### config.mk
export PLATFORM = sky130hd
export DESIGN_NAME = dra_ctrl
export DESIGN_NICKNAME = d
export VERILOG_FILES = /design/src/sv/dra_pkg.sv /design/src/sv/dra_ctrl.sv
export SDC_FILE = /design/constraint.sdc
export NUM_CORES = 1
export LEC_CHECK = 0
export BUFFER_PORTS_ARGS = -buffer_cell sky130_fd_sc_hd__buf_2
export CAP_MARGIN = 15
export CORE_MARGIN = 10
export CORE_UTILIZATION = 45
export DETAILED_ROUTE_END_ITERATION = 16
export PLACE_DENSITY = 0.76
export SLEW_MARGIN = 30
export SYNTH_ARGS = -nofsm -noshare
export SYNTH_HDL_FRONTEND = slang
export SYNTH_SLANG_ARGS = --single-unit
### constraint.sdc
create_clock -name clk -period 2 [get_ports clk]
set_input_delay 0.2 -clock clk [delete_from_list [all_inputs] [get_ports clk]]
set_output_delay 0.2 -clock clk [all_outputs]
set_load 0.05 [all_outputs]
### src/sv/dra_pkg.sv
// Shared types and constants for the descriptor range allocator.
`timescale 1ns / 1ps
package dra_pkg;

	localparam int RANGE_SLOTS    = 64;
	localparam int SLOT_W         = $clog2(RANGE_SLOTS);
	localparam int CNT_W          = SLOT_W + 1;
	localparam int MIN_HEAP_BYTES = 4096;

	localparam logic [31:0] NO_INDEX = 32'hFFFF_FFFF;

	localparam logic [8:0]  DESC_SIZE_RST = 9'd32;
	localparam logic [31:0] HEAP_MAX_RST  = 32'd16777216;
	localparam logic [20:0] RESERVE_RST   = 21'd0;

	typedef enum logic [1:0] {
		CFG_DESC_SIZE = 2'd0,
		CFG_HEAP_MAX  = 2'd1,
		CFG_RESERVE   = 2'd2
	} cfg_idx_t;

	typedef enum logic [2:0] {
		ST_OK        = 3'd0,
		ST_OOM       = 3'd1,
		ST_BAD_FREE  = 3'd2,
		ST_IGNORED   = 3'd3,
		ST_LIST_FULL = 3'd4
	} status_t;

	typedef enum logic [1:0] {
		RD_PTR,
		RD_NEXT,
		RD_PREV
	} rd_sel_t;

	typedef enum logic [2:0] {
		WR_FIT,
		WR_SHIFT,
		WR_TAIL,
		WR_MERGE,
		WR_PUT
	} wr_sel_t;

	typedef enum logic [4:0] {
		S_IDLE,
		S_CALC,
		S_DISPATCH,
		S_A_RD,
		S_A_CHK,
		S_DROP_RD,
		S_DROP_WR,
		S_A_NOFIT,
		S_RES_WAIT,
		S_NEED,
		S_CHKMAX,
		S_POW,
		S_GROW,
		S_DIV_GO,
		S_DIV_WAIT,
		S_F_RANGE,
		S_F_RD,
		S_F_CHK,
		S_F_DECIDE,
		S_INS_RD,
		S_INS_WR,
		S_FIN
	} state_t;

	typedef struct packed {
		logic    load;
		logic    calc;
		logic    ptr_clr;
		logic    ptr_inc;
		logic    ptr_dec;
		logic    ptr_set_cnt;
		logic    rd_en;
		rd_sel_t rd_sel;
		logic    wr_en;
		wr_sel_t wr_sel;
		logic    cnt_inc;
		logic    cnt_dec;
		logic    pos_clr;
		logic    pos_chk;
		logic    cap_fit;
		logic    cap_base;
		logic    div_start;
		logic    div_res;
		logic    base_set;
		logic    need_set;
		logic    pow_clr;
		logic    pow_step;
		logic    size_set;
		logic    grow;
		logic    res_set;
		status_t res_code;
		logic    res_grew;
		logic    res_use_quot;
		logic    finish;
	} dra_cmd_t;

	typedef struct packed {
		logic count_zero;
		logic kind_free;
		logic sentinel;
		logic scan_done;
		logic fit;
		logic fit_exact;
		logic drop_done;
		logic heap_zero;
		logic need_gt_max;
		logic pow_lt;
		logic tail_nonempty;
		logic cnt_full;
		logic hi_gt_heap;
		logic overlap;
		logic pos_match;
		logic ins_done;
		logic div_done;
		logic out_free;
	} dra_stat_t;

endpackage

### src/sv/dra_ctrl.sv
// Controller state machine sequencing scans, list shifts, growth and division.
`timescale 1ns / 1ps
module dra_ctrl
	import dra_pkg::*;
(
	input  logic      clk,
	input  logic      arst_n,
	input  logic      in_valid,
	output logic      in_stall,
	input  dra_stat_t stat,
	output dra_cmd_t  cmd
);

	state_t state_q, state_d;
	logic   grew_q, grew_d;

	always_ff @(posedge clk or negedge arst_n) begin
		if (!arst_n) begin
			state_q <= S_IDLE;
			grew_q  <= 1'b0;
		end else begin
			state_q <= state_d;
			grew_q  <= grew_d;
		end
	end

	assign in_stall = state_q != S_IDLE;

	always_comb begin
		state_d = state_q;
		grew_d  = grew_q;
		cmd     = '0;
		cmd.res_code = ST_OK;
		case (state_q)
			S_IDLE: begin
				if (in_valid) begin
					cmd.load = 1'b1;
					grew_d   = 1'b0;
					state_d  = S_CALC;
				end
			end
			S_CALC: begin
				cmd.calc = 1'b1;
				state_d  = S_DISPATCH;
			end
			S_DISPATCH: begin
				if (stat.count_zero || (stat.kind_free && stat.sentinel)) begin
					cmd.res_set  = 1'b1;
					cmd.res_code = ST_IGNORED;
					state_d      = S_FIN;
				end else if (stat.kind_free) begin
					state_d = S_F_RANGE;
				end else begin
					cmd.ptr_clr = 1'b1;
					state_d     = S_A_RD;
				end
			end
			S_A_RD: begin
				if (stat.scan_done) begin
					state_d = S_A_NOFIT;
				end else begin
					cmd.rd_en  = 1'b1;
					cmd.rd_sel = RD_PTR;
					state_d    = S_A_CHK;
				end
			end
			S_A_CHK: begin
				if (stat.fit) begin
					cmd.cap_fit = 1'b1;
					if (stat.fit_exact) begin
						state_d = S_DROP_RD;
					end else begin
						cmd.wr_en  = 1'b1;
						cmd.wr_sel = WR_FIT;
						state_d    = S_DIV_GO;
					end
				end else begin
					cmd.ptr_inc = 1'b1;
					state_d     = S_A_RD;
				end
			end
			S_DROP_RD: begin
				if (stat.drop_done) begin
					cmd.cnt_dec = 1'b1;
					state_d     = S_DIV_GO;
				end else begin
					cmd.rd_en  = 1'b1;
					cmd.rd_sel = RD_NEXT;
					state_d    = S_DROP_WR;
				end
			end
			S_DROP_WR: begin
				cmd.wr_en   = 1'b1;
				cmd.wr_sel  = WR_SHIFT;
				cmd.ptr_inc = 1'b1;
				state_d     = S_DROP_RD;
			end
			S_A_NOFIT: begin
				if (stat.heap_zero) begin
					cmd.div_start = 1'b1;
					cmd.div_res   = 1'b1;
					state_d       = S_RES_WAIT;
				end else begin
					cmd.base_set = 1'b1;
					state_d      = S_NEED;
				end
			end
			S_RES_WAIT: begin
				if (stat.div_done) begin
					cmd.base_set = 1'b1;
					state_d      = S_NEED;
				end
			end
			S_NEED: begin
				cmd.need_set = 1'b1;
				cmd.pow_clr  = 1'b1;
				state_d      = S_CHKMAX;
			end
			S_CHKMAX: begin
				if (stat.need_gt_max) begin
					cmd.res_set  = 1'b1;
					cmd.res_code = ST_OOM;
					state_d      = S_FIN;
				end else begin
					state_d = S_POW;
				end
			end
			S_POW: begin
				if (stat.pow_lt) begin
					cmd.pow_step = 1'b1;
				end else begin
					cmd.size_set = 1'b1;
					state_d      = S_GROW;
				end
			end
			S_GROW: begin
				if (stat.tail_nonempty && stat.cnt_full) begin
					cmd.res_set  = 1'b1;
					cmd.res_code = ST_LIST_FULL;
					state_d      = S_FIN;
				end else begin
					if (stat.tail_nonempty) begin
						cmd.wr_en   = 1'b1;
						cmd.wr_sel  = WR_TAIL;
						cmd.cnt_inc = 1'b1;
					end
					cmd.grow     = 1'b1;
					cmd.cap_base = 1'b1;
					grew_d       = 1'b1;
					state_d      = S_DIV_GO;
				end
			end
			S_DIV_GO: begin
				cmd.div_start = 1'b1;
				state_d       = S_DIV_WAIT;
			end
			S_DIV_WAIT: begin
				if (stat.div_done) begin
					cmd.res_set      = 1'b1;
					cmd.res_code     = ST_OK;
					cmd.res_use_quot = 1'b1;
					cmd.res_grew     = grew_q;
					state_d          = S_FIN;
				end
			end
			S_F_RANGE: begin
				if (stat.hi_gt_heap) begin
					cmd.res_set  = 1'b1;
					cmd.res_code = ST_BAD_FREE;
					state_d      = S_FIN;
				end else begin
					cmd.ptr_clr = 1'b1;
					cmd.pos_clr = 1'b1;
					state_d     = S_F_RD;
				end
			end
			S_F_RD: begin
				if (stat.scan_done) begin
					state_d = S_F_DECIDE;
				end else begin
					cmd.rd_en  = 1'b1;
					cmd.rd_sel = RD_PTR;
					state_d    = S_F_CHK;
				end
			end
			S_F_CHK: begin
				if (stat.overlap) begin
					cmd.res_set  = 1'b1;
					cmd.res_code = ST_BAD_FREE;
					state_d      = S_FIN;
				end else begin
					cmd.pos_chk = 1'b1;
					cmd.ptr_inc = 1'b1;
					state_d     = S_F_RD;
				end
			end
			S_F_DECIDE: begin
				if (stat.pos_match) begin
					cmd.wr_en    = 1'b1;
					cmd.wr_sel   = WR_MERGE;
					cmd.res_set  = 1'b1;
					cmd.res_code = ST_OK;
					state_d      = S_FIN;
				end else if (stat.cnt_full) begin
					cmd.res_set  = 1'b1;
					cmd.res_code = ST_LIST_FULL;
					state_d      = S_FIN;
				end else begin
					cmd.ptr_set_cnt = 1'b1;
					state_d         = S_INS_RD;
				end
			end
			S_INS_RD: begin
				if (stat.ins_done) begin
					cmd.wr_en    = 1'b1;
					cmd.wr_sel   = WR_PUT;
					cmd.cnt_inc  = 1'b1;
					cmd.res_set  = 1'b1;
					cmd.res_code = ST_OK;
					state_d      = S_FIN;
				end else begin
					cmd.rd_en  = 1'b1;
					cmd.rd_sel = RD_PREV;
					state_d    = S_INS_WR;
				end
			end
			S_INS_WR: begin
				cmd.wr_en   = 1'b1;
				cmd.wr_sel  = WR_SHIFT;
				cmd.ptr_dec = 1'b1;
				state_d     = S_INS_RD;
			end
			S_FIN: begin
				if (stat.out_free) begin
					cmd.finish = 1'b1;
					state_d    = S_IDLE;
				end
			end
			default: state_d = S_IDLE;
		endcase
	end

endmodule

Word level (Yosys, flattened, before mapping)
Cells that the tools add are included.

Equality and inequality tests: 27. Muxes and demuxes: 81. Reductions and logical operators: 10.

Operators by type and width (count): $pmux W5 S22 (1); $mux W4 (15); $mux W5 (12); $eq A5 B4 Y1 const B (8); $pmux W4 S8 (1); $mux W1 (31); $eq A5 B5 Y1 const B (6); $eq A5 B3 Y1 const B (4); $pmux W4 S5 (1); $mux W3 (6); $mux W2 (6); $ne A2 B2 Y1 const B (6); $eq A5 B2 Y1 const B (2); $pmux W1 S2 (5); $pmux W3 S3 (1); $mux W6 (1); $eq A5 B1 Y1 const B (1); $logic_not A5 Y1 (1); $reduce_and A5 Y1 (1); $reduce_bool A5 Y1 (1); $reduce_or A2 Y1 (2); $pmux W1 S3 (1); $reduce_and A3 Y1 (1); $logic_and A1 B1 Y1 (2); other kinds (2) (2).

Flip-flop bits (word level): 6. Bits of input ports: 21. Output and inout port bits: 35. Logic and storage cells: 120.

Longest topological paths before layout
Word-level depth: 4. Mapped depth: 7. Mapped depth without buffers: 5.

Worst setup path before layout
Ideal clock, no wire load.

Kind: flip-flop to output port. From: register state_q[0]. To: output cmd[27] (netlist bit). Arrival: 2677 ps. Required time: 1800 ps. Setup slack: -877 ps. Stages on the path, launching flop included: 6. Buffers on the path: 2. Cell sequence: dfrtp_1 > buf_4 > buf_2 > nor2b_1 > a21oi_1 > o41ai_1.

RTL lines: start, declared (line dra_ctrl.sv:14) `state_t state_q, state_d;`; start signal, assigned (line dra_ctrl.sv:22) `state_q <= state_d;`; end, declared (line dra_ctrl.sv:11) `output dra_cmd_t cmd`.

==> results.json <==
{
  "outcome": "complete, but fails checks",
  "violations": "setup timing",
  "timing.hold.ws_ps": 302,
  "crit_family": "simple AND/OR/NAND/NOR gates",
  "die_x_um": 70.6,
  "ys_seq_area_share_pct": 13.1,
  "pin_count": 56,
  "synth_flop_cell": "dfrtp_1",
  "syn-mean-instance-area_sq_um": 6.89,
  "drv_cap": 0,
  "setup_viol": 3,
  "final_core_util_pct": 86.1,
  "end_kind": "output pin",
  "async_flop_share_pct": 100,
  "clk_latency_ps": 250,
  "grt_overflow": 0,
  "slowest_stage": "dfrtp_2",
  "arrival_ps": 1850,
  "p_leak_uw": 0.00103,
  "cts.path.max_buffers": 2,
  "die_y_um": 70.6,
  "fillers": 148,
  "slew_headroom_pct": 69.5,
  "dr.first_iter.drc_count": 267,
  "cpMostUsedCell": "or3_4",
  "p_per_area_nw_per_um2": 1630,
  "skew_ps": 3.01,
  "synth_edf_count": 0,
  "grt_max_degree": 13,
  "routed_wl_mm": 6.10,
  "dieArea_sq_um": 4980,
  "yosysWarnings": 0,
  "tns_ps": -108,
  "cts_tree": "done",
  "antenna_found_initial": 0,
  "layout_commonest_cell": "buf_4",
  "area_growth_pct": 83.9,
  "path_class": "register to output pin",
  "rsz0062_at_grt": "yes",
  "fmax_mhz": 487,
  "num_rows": 18,
  "final_cell_mix": "45 x buf_4, 40 x buf_2, 13 x nor2_1, 13 x buf_6, 10 x nand2_1",
  "grt.total_usage_pct": 20.1,
  "synth_cells": 167,
  "gp_congestion": 0.952,
  "synthesis.nets": 188,
  "ant_nets": 0,
  "initial_core_util_pct": 46.8,
  "setup_slack_ps": -53.7,
  "hp-class": "primary input to asynchronous set/reset pin",
  "dp_hpwl_mm": 4.24,
  "cp-start-kind": "register",
  "fin_nets": 282,
  "finalPower_uw": 3440,
  "path_buf_inv": 1,
  "path_max_fanout": 4,
  "syn_area_sq_um": 1150,
  "critPathRequiredTime_ps": 1800,
  "grt_pass1_wl_mm": 8.53,
  "timing.final.crit_share_pct": 103,
  "h-tree-depth": 1,
  "wl_per_cell_um": 21.1,
  "ys_ff_latch": 6,
  "via_per_inst": 6.31,
  "numClockSinks": 6,
  "portBuffers": 55,
  "grt_pass1_vias": 1763,
  "finalHoldViolCount": 0,
  "place_ws_ps": 44.7,
  "cts.clk_slew.worst_paths_ps": 50,
  "cts_root_buf": "clkbuf_4",
  "diodes": 0,
  "path_cells": "or3_4, or3_4, nand2_8, nor2_2, nand4_1, buf_6",
  "period_needed_ps": 2050,
  "drv_slew": 0,
  "core_area_sq_um": 2450,
  "yosysUniqueCellTypes": 49,
  "post-route-drc-count": 0,
  "vias": 1823,
  "cts_buffers": 3,
  "slowest_delay_ps": 440,
  "tightest_slew_ps": 453,
  "vdd_ir_drop_max_mv": 1.35,
  "drtPass1Iterations": 5,
  "drive_above_1_share_pct": 59.5
}
==> synth_stat cells (3+ instances only) <==
cell	number	area, sq um
nor2_1	17	63.8
nor3_1	13	65.1
nand2_1	12	45.0
nand3_1	10	50.1
a21oi_1	8	40.0
o21ai_0	8	40.0
and3_1	7	43.8
inv_1	7	26.3
nand2b_1	7	43.8
buf_2	6	30.0
dfrtp_1	6	150
nor2b_1	5	31.3
a211oi_1	4	30.0
nand3b_1	4	30.0
or3_1	4	25.0
a21o_1	3	22.5
a31oi_1	3	18.8
buf_4	3	22.5
mux2i_1	3	30.0
nand4_1	3	18.8
==> metal layers <==
layer,wire length [um],track usage [%],vias to the layer above
met1,2290,23.4,858
met3,617,5.44,32
met4,261,6.45,0
met2,2930,34.8,129
li1,-,-,804
met5,0,0,-
==> layout make-up <==
cell class | instances | area, sq um | area share [%]
Clock buffer | 3 | 22.5 | 1.07
Multi-Input combinational cell | 140 | 1140 | 53.8
Inverter | 8 | 30.0 | 1.42
Sequential cell | 6 | 156 | 7.40
Timing Repair Buffer | 102 | 729 | 34.5
Tap cell | 30 | 37.5 | 1.78
==> where the power goes <==
group          switching [uW]  internal, uW
logic                    1780          1250
registers                 102           193
clock network            51.7          68.4
==> what timing repair did <==
item / CTS / global route
setup endpoints to repair: 23 / 29
pin swaps: 4 / 7
gates cloned: 0 / 1
hold buffers: 1 / 0
hold endpoints to repair: 6 / 0
gates resized for setup: 22 / 45
buffers inserted: 4 / 7
==> through the flow <==
stage,cell area (sq um),instances
floorplan,1280,167
detailed placement,1760,274
finish,2110,289
CTS,1880,282
global placement,1760,274
global route,2110,289
==> state kept, by name (all words and copies together), names as in the netlist <==
register	cells
grew_q	1
state_q	5
==> final timing paths <==
path / from / end / slack (ps) / cells after the start
worst min register to register: grew_q / grew_q / 520 / 2
worst min-delay path: arst_n / grew_q / 300 / 2
worst max-delay path: state_q[3] / cmd[6] / -50 / 6
worst max register to register: state_q[3] / state_q[3] / -20 / 7
min in group clk: stat[0] / state_q[4] / 350 / 3
max in group asynchronous: arst_n / state_q[0] / 1530 / 2
==> logic make-up after synthesis <==
group / count (synthesis) / synth area share [%]
mux: 4 / 3.92
buf+inv: 21 / 9.79
flops: 6 / 13.1
compound gates: 40 / 25.0
simple gates: 94 / 46.7
xor+xnor: 2 / 1.52
Power figures use the tool's default switching activity.
